**src/hdl/assert_macros.svh**
```systemverilog
// ---------------------------------------------------------------------------
// Assertion macros
// Concurrent assertion helpers clocked on clk and disabled during rst.
// ---------------------------------------------------------------------------
`ifndef ASSERT_MACROS_SVH
`define ASSERT_MACROS_SVH
`ifndef SYNTH
`define ASSERT_IMPLIES(lbl, pre, post, msg) \
  lbl: assert property (@(posedge clk) disable iff (rst) (pre) |-> (post)) \
    else $error(msg);
`define ASSERT_NEXT(lbl, pre, post, msg) \
  lbl: assert property (@(posedge clk) disable iff (rst) (pre) |=> (post)) \
    else $error(msg);
`define ASSERT_ALWAYS(lbl, expr, msg) \
  lbl: assert property (@(posedge clk) disable iff (rst) (expr)) \
    else $error(msg);
`else
`define ASSERT_IMPLIES(lbl, pre, post, msg)
`define ASSERT_NEXT(lbl, pre, post, msg)
`define ASSERT_ALWAYS(lbl, expr, msg)
`endif
`endif

```
**src/hdl/kqt_pkg.sv**
```systemverilog
// ---------------------------------------------------------------------------
// kqt_pkg
// Shared types and constants of the keyed quantity table.
// ---------------------------------------------------------------------------
`default_nettype none
package kqt_pkg;

  localparam int KQT_ENTRIES = 32;

  localparam int CMD_W   = 2;
  localparam int KEY_W   = 16;
  localparam int COUNT_W = 24;
  localparam int TOTAL_W = 29;

  localparam logic [COUNT_W-1:0] COUNT_MAX = {COUNT_W{1'b1}};
  localparam logic [TOTAL_W-1:0] TOTAL_MAX = {TOTAL_W{1'b1}};

  typedef enum logic [CMD_W-1:0] {
    CMD_ADD    = 2'd0,
    CMD_REMOVE = 2'd1,
    CMD_QUERY  = 2'd2
  } kqt_cmd_t;

  // The request walks the chain twice: once to look for the key, once to act.
  typedef enum logic [1:0] {
    PH_SCAN  = 2'b01,
    PH_APPLY = 2'b10
  } kqt_phase_t;

  typedef struct packed {
    logic               active;
    kqt_phase_t         phase;
    logic [CMD_W-1:0]   cmd;
    logic [KEY_W-1:0]   key;
    logic [COUNT_W-1:0] qty;
    logic               found;
    logic               done;
    logic [COUNT_W-1:0] count;
    logic [TOTAL_W-1:0] total;
  } kqt_wave_t;

endpackage
`default_nettype wire

```
**src/hdl/kqt_cell.sv**
```systemverilog
// ---------------------------------------------------------------------------
// kqt_cell
// One table slot: holds a key and a count, and updates them as the request
// passes through, handing the request on to the next slot through its output register.
// ---------------------------------------------------------------------------
`default_nettype none
module kqt_cell
  import kqt_pkg::*;
(
  input  wire logic      clk,
  input  wire logic      rst,
  input  wire kqt_wave_t wave_in,
  output kqt_wave_t      wave_out
);

  logic [KEY_W-1:0]   ekey;
  logic [COUNT_W-1:0] ecount;
  logic               evalid;

  logic [KEY_W-1:0]   ekey_next;
  logic [COUNT_W-1:0] ecount_next;
  logic               evalid_next;
  kqt_wave_t          wave_next;
  kqt_wave_t          wave_next_total_fix;

  logic               match;
  logic [COUNT_W:0]   add_sum;
  logic [COUNT_W-1:0] add_sat;
  logic [COUNT_W-1:0] addend;
  logic [TOTAL_W:0]   tot_sum;

  assign match   = evalid && (ekey == wave_in.key);
  assign add_sum = {1'b0, ecount} + {1'b0, wave_in.qty};
  assign add_sat = add_sum[COUNT_W] ? COUNT_MAX : add_sum[COUNT_W-1:0];

  always_comb begin
    wave_next   = wave_in;
    ekey_next   = ekey;
    ecount_next = ecount;
    evalid_next = evalid;
    if (wave_in.active && wave_in.phase == PH_SCAN) begin
      wave_next.found = wave_in.found | match;
    end
    if (wave_in.active && wave_in.phase == PH_APPLY) begin
      if (match && !wave_in.done) begin
        wave_next.done = 1'b1;
        case (wave_in.cmd)
          CMD_ADD: begin
            ecount_next     = add_sat;
            wave_next.count = add_sat;
          end
          CMD_REMOVE: begin
            if (wave_in.qty < ecount) begin
              ecount_next     = ecount - wave_in.qty;
              wave_next.count = ecount - wave_in.qty;
            end else begin
              evalid_next     = 1'b0;
              wave_next.count = '0;
            end
          end
          default: begin
            wave_next.count = ecount;
          end
        endcase
      end else if (wave_in.cmd == CMD_ADD && !wave_in.found && !wave_in.done &&
                   !evalid) begin
        // First free slot takes the new key.
        ekey_next       = wave_in.key;
        ecount_next     = wave_in.qty;
        evalid_next     = 1'b1;
        wave_next.done  = 1'b1;
        wave_next.count = wave_in.qty;
      end
    end
  end

  // The total is gathered from the slot contents as they will be after this op.
  assign addend  = evalid_next ? ecount_next : '0;
  assign tot_sum = {1'b0, wave_in.total} + {{(TOTAL_W-COUNT_W+1){1'b0}}, addend};

  always_comb begin
    wave_next_total_fix = wave_next;
    if (wave_in.phase == PH_APPLY) begin
      wave_next_total_fix.total = tot_sum[TOTAL_W] ? TOTAL_MAX : tot_sum[TOTAL_W-1:0];
    end
  end

  always_ff @(posedge clk) begin
    ekey   <= ekey_next;
    ecount <= ecount_next;
    if (rst) begin
      evalid   <= 1'b0;
      wave_out <= '0;
    end else begin
      evalid   <= evalid_next;
      wave_out <= wave_next_total_fix;
    end
  end

endmodule
`default_nettype wire

```
**config.mk**
```make
export PLATFORM = sky130hd
export DESIGN_NAME = kqt_cell
export DESIGN_NICKNAME = d
export VERILOG_FILES = /design/src/hdl/assert_macros.svh /design/src/hdl/kqt_pkg.sv /design/src/hdl/kqt_cell.sv
export SDC_FILE = /design/constraint.sdc
export NUM_CORES = 1
export LEC_CHECK = 0
export BUFFER_PORTS_ARGS = -buffer_cell sky130_fd_sc_hd__buf_2
export CORE_MARGIN = 2
export CORE_UTILIZATION = 40
export DETAILED_ROUTE_END_ITERATION = 10
export PLACE_DENSITY = 0.59
export RECOVER_POWER = 50
export SETUP_SLACK_MARGIN = 0.15
export SYNTH_ARGS = -nofsm -noshare
export SYNTH_HDL_FRONTEND = slang
export SYNTH_SLANG_ARGS = --single-unit
```
**constraint.sdc**
```tcl
create_clock -name clk -period 6.7 [get_ports clk]
set_input_delay 1.005 -clock clk [delete_from_list [all_inputs] [get_ports clk]]
set_output_delay 1.005 -clock clk [all_outputs]
set_load 0.03 [all_outputs]
```
Yosys cells after proc, flatten, opt, wreduce, memory -nomap -nowiden
Index checks and enable logic that the tools add are counted.
{"block": "op_classes", "magnitude_cmp": 1, "n_mux": 20, "n_addsub": 3, "n_mul": 0, "reduce_logical": 12, "bitwise_logic": 2, "shift": 0, "eq_ne": 4, "div_mod_pow": 0}
{"operator": "two-way mux 24 bit", "count": 7}
{"operator": "case mux 24 bit (2 select lines)", "count": 2}
{"operator": "two-way mux 25 bit", "count": 3}
{"operator": "two-way mux 29 bit", "count": 2}
{"operator": "adder 29 x 24 -> 30 bit", "count": 1}
{"operator": "adder 24 x 24 -> 25 bit", "count": 1}
{"operator": "< comparator 24 bit", "count": 1}
{"operator": "subtractor 24 bit", "count": 1}
{"operator": "equality test 16 bit", "count": 1}
{"operator": "logical AND 1 bit", "count": 7}
{"operator": "two-way mux 1 bit", "count": 6}
{"operator": "equality test 2 x 1 -> 1 bit, second input constant", "count": 2}
{"operator": "zero test 1 bit", "count": 3}
{"operator": "AND reduction 3 bit", "count": 1}
{"operator": "equality test 2 bit, second input constant", "count": 1}
{"operator": "zero test 2 bit", "count": 1}
{"operator": "NOT 1 bit", "count": 1}
{"operator": "bitwise OR 1 bit", "count": 1}
{"block": "word_totals", "romBits": 0, "memories": 0, "register_bits": 141, "ramBits": 0, "latchBits": 0}

Logic depth before layout (Yosys ltp)
{"block": "logic_depth", "ltp_word": 11, "depth_mapped": 24, "depth_no_buf": 24}

Least setup slack after synthesis
No wires, ideal clock.
{"block": "synth_timing", "path_type": "input to register", "from": "input wave_in[55] in the netlist's numbering", "to": "register wave_out[26] in the netlist's numbering", "stages": 22, "arrival_ps": 5859, "path_slack_ps": 755, "cell_sequence": "ha_1 > inv_1 > fa_1 > a21o_1 > a221oi_1 > o21ai_1 > a21oi_2 > o211ai_1 > o22ai_1 > buf_2 > and2b_1 > ha_1 > fa_1 > a21o_1 > a21oi_1 > o31ai_1 > a21o_1 > a21oi_1 > nor2b_1 > o31a_1 > and4_1 > a211oi_1"}
{"block": "synth_via", "elab_chain_len": 9, "elab_cells_between_ends": 17, "cone_classes": "add/sub (3); order compare (1); mux (13)"}
{"item": "start: declaration", "line_no": "kqt_cell.sv:12", "rtl": "input wire kqt_wave_t wave_in,"}
{"item": "subtractor 24 bit (tied with other cells)", "line_no": "kqt_cell.sv:54", "rtl": "ecount_next = ecount - wave_in.qty;"}
{"item": "two-way mux 24 bit (tied with other cells)", "line_no": "kqt_cell.sv:53", "rtl": "if (wave_in.qty < ecount) begin"}
{"item": "case mux 24 bit (2 select lines) / two-way mux 1 bit (equally long branches)", "line_no": "kqt_cell.sv:47", "rtl": "case (wave_in.cmd)"}
{"item": "two-way mux 24 bit / two-way mux 1 bit (equally long branches)", "line_no": "kqt_cell.sv:45", "rtl": "if (match && !wave_in.done) begin"}
{"item": "two-way mux 24 bit / two-way mux 1 bit (equally long branches)", "line_no": "kqt_cell.sv:44", "rtl": "if (wave_in.active && wave_in.phase == PH_APPLY) begin"}
{"item": "two-way mux 24 bit (*)", "line_no": "kqt_cell.sv:78", "rtl": "assign addend = evalid_next ? ecount_next : '0;"}
{"item": "adder 29 x 24 -> 30 bit (*)", "line_no": "kqt_cell.sv:79", "rtl": "assign tot_sum = {1'b0, wave_in.total} + {{(TOTAL_W-COUNT_W+1){1'b0}}, addend};"}
{"item": "two-way mux 29 bit (*)", "line_no": "kqt_cell.sv:84", "rtl": "wave_next_total_fix.total = tot_sum[TOTAL_W] ? TOTAL_MAX : tot_sum[TOTAL_W-1:0];"}
{"item": "two-way mux 29 bit (*)", "line_no": "kqt_cell.sv:83", "rtl": "if (wave_in.phase == PH_APPLY) begin"}
{"item": "end signal: assignment", "line_no": "kqt_cell.sv:96", "rtl": "wave_out <= wave_next_total_fix;"}
{"item": "end: declaration", "line_no": "kqt_cell.sv:13", "rtl": "output kqt_wave_t wave_out"}
Mark *: on every way between the ends. The rest lies on a longest branch, timed or not.
A chain may end at the register's enable or synchronous reset.

Worst setup path in the final report
{"block": "layout_timing", "from": "input wave_in[55] in the netlist's numbering", "to": "register wave_out[26] in the netlist's numbering"}
{"block": "layout_via", "elab_chain_len": 9, "elab_cells_between_ends": 17, "cone_classes": "add/sub (3); order compare (1); mux (13)"}
{"item": "subtractor 24 bit (tied with other cells)", "line_no": "kqt_cell.sv:54"}
{"item": "two-way mux 24 bit (on tied branches)", "line_no": "kqt_cell.sv:53, kqt_cell.sv:34"}
{"item": "case mux 24 bit (2 select lines)", "line_no": "kqt_cell.sv:47"}
{"item": "two-way mux 24 bit (*)", "line_no": "kqt_cell.sv:45"}
{"item": "two-way mux 24 bit (*)", "line_no": "kqt_cell.sv:44"}
{"item": "net ecount_next[0]", "line_no": "kqt_cell.sv:21", "rtl": "logic [COUNT_W-1:0] ecount_next;"}
{"item": "two-way mux 24 bit (*)", "line_no": "kqt_cell.sv:78"}
{"item": "adder 29 x 24 -> 30 bit (*)", "line_no": "kqt_cell.sv:79"}
{"item": "two-way mux 29 bit (*)", "line_no": "kqt_cell.sv:84"}
{"item": "two-way mux 29 bit (*)", "line_no": "kqt_cell.sv:83"}
The timed path passes the listed nets; every way through them passes the cells marked *.

==> results_tabular.tex <==
\begin{tabular}{lr}
\hline
Metric & Value \\
\hline
\multicolumn{2}{l}{\textbf{Synthesis}} \\
\quad Fraction of registers with async set/reset & 0\% \\
\quad Post-synth design cell area & between 9000 and 10000 um\^{}2 \\
\quad Count leader, synth & sky130\_fd\_sc\_hd\_\_nor2\_1 \\
\quad Number of distinct library cell variants in the gate-level netlist after synthesis & 78 \\
\quad Top cell type's share of synthesized area & approximately 26\% \\
\quad Most used standard cells in the synthesized netlist & sky130\_fd\_sc\_hd\_\_nor2\_1, sky130\_fd\_sc\_hd\_\_dfxtp\_1, sky130\_fd\_sc\_hd\_\_nand2\_1 \\
\quad Syn\_area\_per\_cell & roughly 7.9 um\^{}2 \\
\quad Gate count after technology mapping & 1249 \\
\quad Primary FF master, synth & sky130\_fd\_sc\_hd\_\_dfxtp\_1 \\
\quad Cell taking the most area after synthesis & sky130\_fd\_sc\_hd\_\_dfxtp\_1 \\
\quad Number of storage elements in the synthesis netlist & around 140 \\
\quad Sequential-to-total area share from yosys stat & a little under a third \\
\quad Count of flip-flops with a built-in enable after synthesis & 16 \\
\quad Main area contributors after synthesis & sky130\_fd\_sc\_hd\_\_dfxtp\_1, sky130\_fd\_sc\_hd\_\_ha\_1, sky130\_fd\_sc\_hd\_\_a21oi\_1 \\
\quad Net count after synthesis & $\sim$1400 \\
\quad Synth warn & 0 \\
\multicolumn{2}{l}{\textbf{Setup path}} \\
\quad Slowest cell on the critical path & sky130\_fd\_sc\_hd\_\_o31a\_1 \\
\quad Type of the setup path with the least slack & input pin to flop \\
\quad Crit path DAT & between 6 and 7 ns \\
\quad Category of the worst setup path capture point & flop \\
\quad Critical Path, Cell by Cell & buf\_2 > ha\_1 > fa\_1 > nor2b\_1 > o211ai\_1 > a31oi\_1 > a211oi\_2 > o31a\_1 > a22oi\_4 > a211oi\_2 > o22ai\_2 > and2b\_1 > ha\_1 > fa\_1 > a21o\_1 > a21oi\_1 > o31ai\_1 > a21o\_1 > a21oi\_1 > nor2b\_1 > o31a\_1 > and4\_1 > a211oi\_1 \\
\quad Critical path data required time & 7.04 ns \\
\quad Worst Path Buf+Inv & 1 \\
\quad Delay of the slowest critical-path stage & $\sim$0.50 ns \\
\quad Critical Path Source Type & input pin \\
\quad Top Family by Delay on Critical Path & compound AO/OA/AOI/OAI gates \\
\quad Highest fanout seen on the critical path & 9 \\
\quad Internal reg-to-reg setup slack & between 0.7 and 0.8 ns \\
\multicolumn{2}{l}{\textbf{Global routing}} \\
\quad Most Crowded Layer GR & met2 \\
\quad Antenna violations before repair & 1 \\
\quad Met3 Resource Use GR & approximately 3.7\% \\
\quad Global Route met2 Usage & between 40\% and 50\% \\
\quad Via count of the first global-routing pass & about 9700 \\
\quad Wire length of the first global-routing pass & about 55000 um \\
\quad Total track usage & 27.7\% \\
\quad Pin count of the biggest net entering global routing & between 50 and 60 \\
\quad Congestion Overflow GR & 0 \\
\quad Met1 Usage GRT & between 30 and 40\% \\
\multicolumn{2}{l}{\textbf{Layout}} \\
\quad Final std cells w/o fill & between 1500 and 2000 \\
\quad Fillers & 2514 \\
\quad Nets & approximately 1600 \\
\quad Layout-stage area growth over the synthesis result & 21.7\% \\
\quad Share of layout cells above drive strength 1 & $\sim$15\% \\
\multicolumn{2}{l}{\textbf{Detailed routing}} \\
\quad Antenna viol nets, final & 0 \\
\quad Number of DRC violations after detailed-routing iteration 0 & 872 \\
\quad Average via count per standard cell & 5.66 \\
\quad DRC viols & 0 \\
\quad Router iterations before antenna repair & 5 \\
\quad Number of vias in the routed layout & approximately 10000 \\
\quad Detailed-route wire length per cell & between 20 and 25 um \\
\quad Total wirelength of the detailed-routed design & $\sim$36000 um \\
\multicolumn{2}{l}{\textbf{Pwr}} \\
\quad Worst supply voltage drop on vdd & $\sim$140 uV \\
\quad Leakage Power & approximately 5 nW \\
\quad Pwr/cell area & about 250 nW/um\^{}2 \\
\quad Total power & a little under 3 mW \\
\multicolumn{2}{l}{\textbf{Clock network}} \\
\quad Clock insertion delay at the later pin of the skew report & about 0.43 ns \\
\quad TritonCTS clock tree & done \\
\quad Maximum level of the CTS H-tree & 4 \\
\quad Total clock sinks & roughly 140 \\
\quad Inserted Clock Buffers & 17 \\
\quad Count of hold-fix buffers inserted at cts & 0 \\
\quad Number of buffers on the longest clock path & 2 \\
\quad Clock slew at reported path FFs & $\sim$0.070 ns \\
\quad Cell chosen for the clock root & sky130\_fd\_sc\_hd\_\_clkbuf\_16 \\
\multicolumn{2}{l}{\textbf{Timing}} \\
\quad Headroom to the max-slew limit & -53.0\% \\
\quad Hold violation count in the final report & 0 \\
\quad Period Utilization, post-route & between 90 and 100\% \\
\quad Setup violations, final & 0 \\
\quad Achievable Freq & $\sim$0.16 GHz \\
\quad Clock period minus worst slack & between 6 and 7 ns \\
\quad Hold slack & 0.566 ns \\
\quad Final max-slew violation count & between 40 and 50 \\
\quad Final critical-path setup slack & about 0.4 ns \\
\quad Summed negative setup slack over all endpoints & 0 ns \\
\quad Setup repair after global routing missed its margin & false \\
\quad Worst-margin pin slew & about 2.3 ns \\
\quad Fin Clk Skew & roughly 0.015 ns \\
\multicolumn{2}{l}{\textbf{Floorplan}} \\
\quad Std-Cell Core Area & around 24000 um\^{}2 \\
\quad Die X-Extent & around 160 um \\
\quad Vertical extent of the die & about 160 um \\
\quad Number of rows created at floorplan & 57 \\
\quad Io pins & $\sim$200 \\
\quad Starting Density & approximately two fifths \\
\quad Total Die Area & about 26000 um\^{}2 \\
\multicolumn{2}{l}{\textbf{Placement}} \\
\quad Count of input and output buffers & $\sim$200 \\
\quad Final estimated routing congestion in global placement & approximately 0.93 \\
\quad DP HPWL & about 29000 um \\
\quad Minimum setup slack after placement & 0.120 ns \\
\quad Placed cell count & between 1500 and 2000 \\
\multicolumn{2}{l}{\textbf{Run}} \\
\quad Reported max-cap violation count & 1 \\
\multicolumn{2}{l}{\textbf{Status}} \\
\quad Outcome & complete, but fails checks \\
\quad Violations in the final reports & max-capacitance violations, max-slew violations \\
\multicolumn{2}{l}{\textbf{Min path}} \\
\quad Hold/Removal Path Class & flop to flop \\
\hline
\end{tabular}
[worst min-delay path: stages (launching register included)]
cell and delay, ns:
sky130_fd_sc_hd__dfxtp_1 0.39, sky130_fd_sc_hd__nand2_1 0.09, sky130_fd_sc_hd__nand2_1 0.04
[cells in the final DEF (no fill, tap or decap), types with 5 or more instances in the layout]
cell type                     n
sky130_fd_sc_hd__a211oi_1    52
sky130_fd_sc_hd__a21o_1      23
sky130_fd_sc_hd__a21oi_1    111
sky130_fd_sc_hd__a22o_1       7
sky130_fd_sc_hd__a31oi_1     14
sky130_fd_sc_hd__and3_1       9
sky130_fd_sc_hd__buf_2      109
sky130_fd_sc_hd__buf_4       58
sky130_fd_sc_hd__clkbuf_1    92
sky130_fd_sc_hd__clkbuf_16   17
sky130_fd_sc_hd__dfxtp_1    125
sky130_fd_sc_hd__edfxtp_1    16
sky130_fd_sc_hd__ha_1        72
sky130_fd_sc_hd__inv_1       59
sky130_fd_sc_hd__nand2_1    124
sky130_fd_sc_hd__nand2b_1    14
sky130_fd_sc_hd__nand3_1     25
sky130_fd_sc_hd__nand4_1      8
sky130_fd_sc_hd__nor2_1     148
sky130_fd_sc_hd__nor2b_1     47
sky130_fd_sc_hd__nor3_1      22
sky130_fd_sc_hd__nor4_1       8
sky130_fd_sc_hd__o211ai_1    16
sky130_fd_sc_hd__o21a_1       7
sky130_fd_sc_hd__o21ai_0     54
sky130_fd_sc_hd__o21ai_1      5
sky130_fd_sc_hd__o21bai_1    15
sky130_fd_sc_hd__o221ai_1     5
sky130_fd_sc_hd__o22ai_1      6
sky130_fd_sc_hd__o31a_1       9
sky130_fd_sc_hd__o31ai_1     13
sky130_fd_sc_hd__or2_2        6
sky130_fd_sc_hd__or3_1        9
sky130_fd_sc_hd__or4_1        5
sky130_fd_sc_hd__xnor2_1     35
sky130_fd_sc_hd__xor2_1      31
[cell families after synthesis]
group,count (synthesis),share of synthesized area [%]
adders and majority gates,75,9.80
buffers and inverters,124,4.89
muxes,5,0.548
xor gates and xnor gates,66,5.89
AOI/OAI and AO/OA,394,27.3
DFF,141,30.4
and+or+nand+nor,444,21.2
[sequential cells by signal, summed over array words and instances (netlist names)]
signal    cells
ecount       24
wave_out    100
ekey         16
evalid        1
[layout make-up]
class,count,area [um^2],area share (%)
multi-input cells,984,6380,53.4
flip-flops and latches,141,2980,25.0
repair buffers,260,1350,11.3
clock buffers,17,425,3.56
well taps,324,405,3.40
inverters,59,221,1.86
clock inverters,15,176,1.48
diodes,1,2.50,0.0210
[routing by layer]
metal / part of all wire (%) / up-vias
li1: - / 4934
met1: 44 / 4712
met2: 44 / 466
met3: 7.0 / 77
met4: 4.2 / 0
met5: 0 / -
[report_power, final]
group	total [mW]	switching (mW)	internal, mW
clock	1.00	0.439	0.563
sequential	0.968	0.0558	0.912
combinational	0.984	0.629	0.355
total	2.95	1.12	1.83
[metrics by stage]
| stage | utilization, % | cell area [um^2] |
|---|---|---|
| 4_1_cts | 49.8 | 12000 |
| 5_1_grt | 49.4 | 11900 |
| 6_report | 49.4 | 11900 |
| 2_1_floorplan | - | 9810 |
| 3_5_place_dp | 47.3 | 11400 |
| 3_3_place_gp | 47.3 | 11400 |
[worst paths after layout]
path | startpoint | endpoint | cells past startpoint
max | wave_in[55] | wave_out[26]$_SDFF_PP0_ | 23
min | ecount[16]$_DFF_P_ | ecount[16]$_DFF_P_ | 2
max reg2reg | ecount[0]$_DFF_P_ | wave_out[26]$_SDFF_PP0_ | 24
min reg2reg | ecount[16]$_DFF_P_ | ecount[16]$_DFF_P_ | 2
[timing repair]
action | in CTS | in global routing
resized for setup | 0 | 1
setup buffers | 0 | 0
setup endpoints to repair | 0 | 2
(Power assumes the default switching activity.)
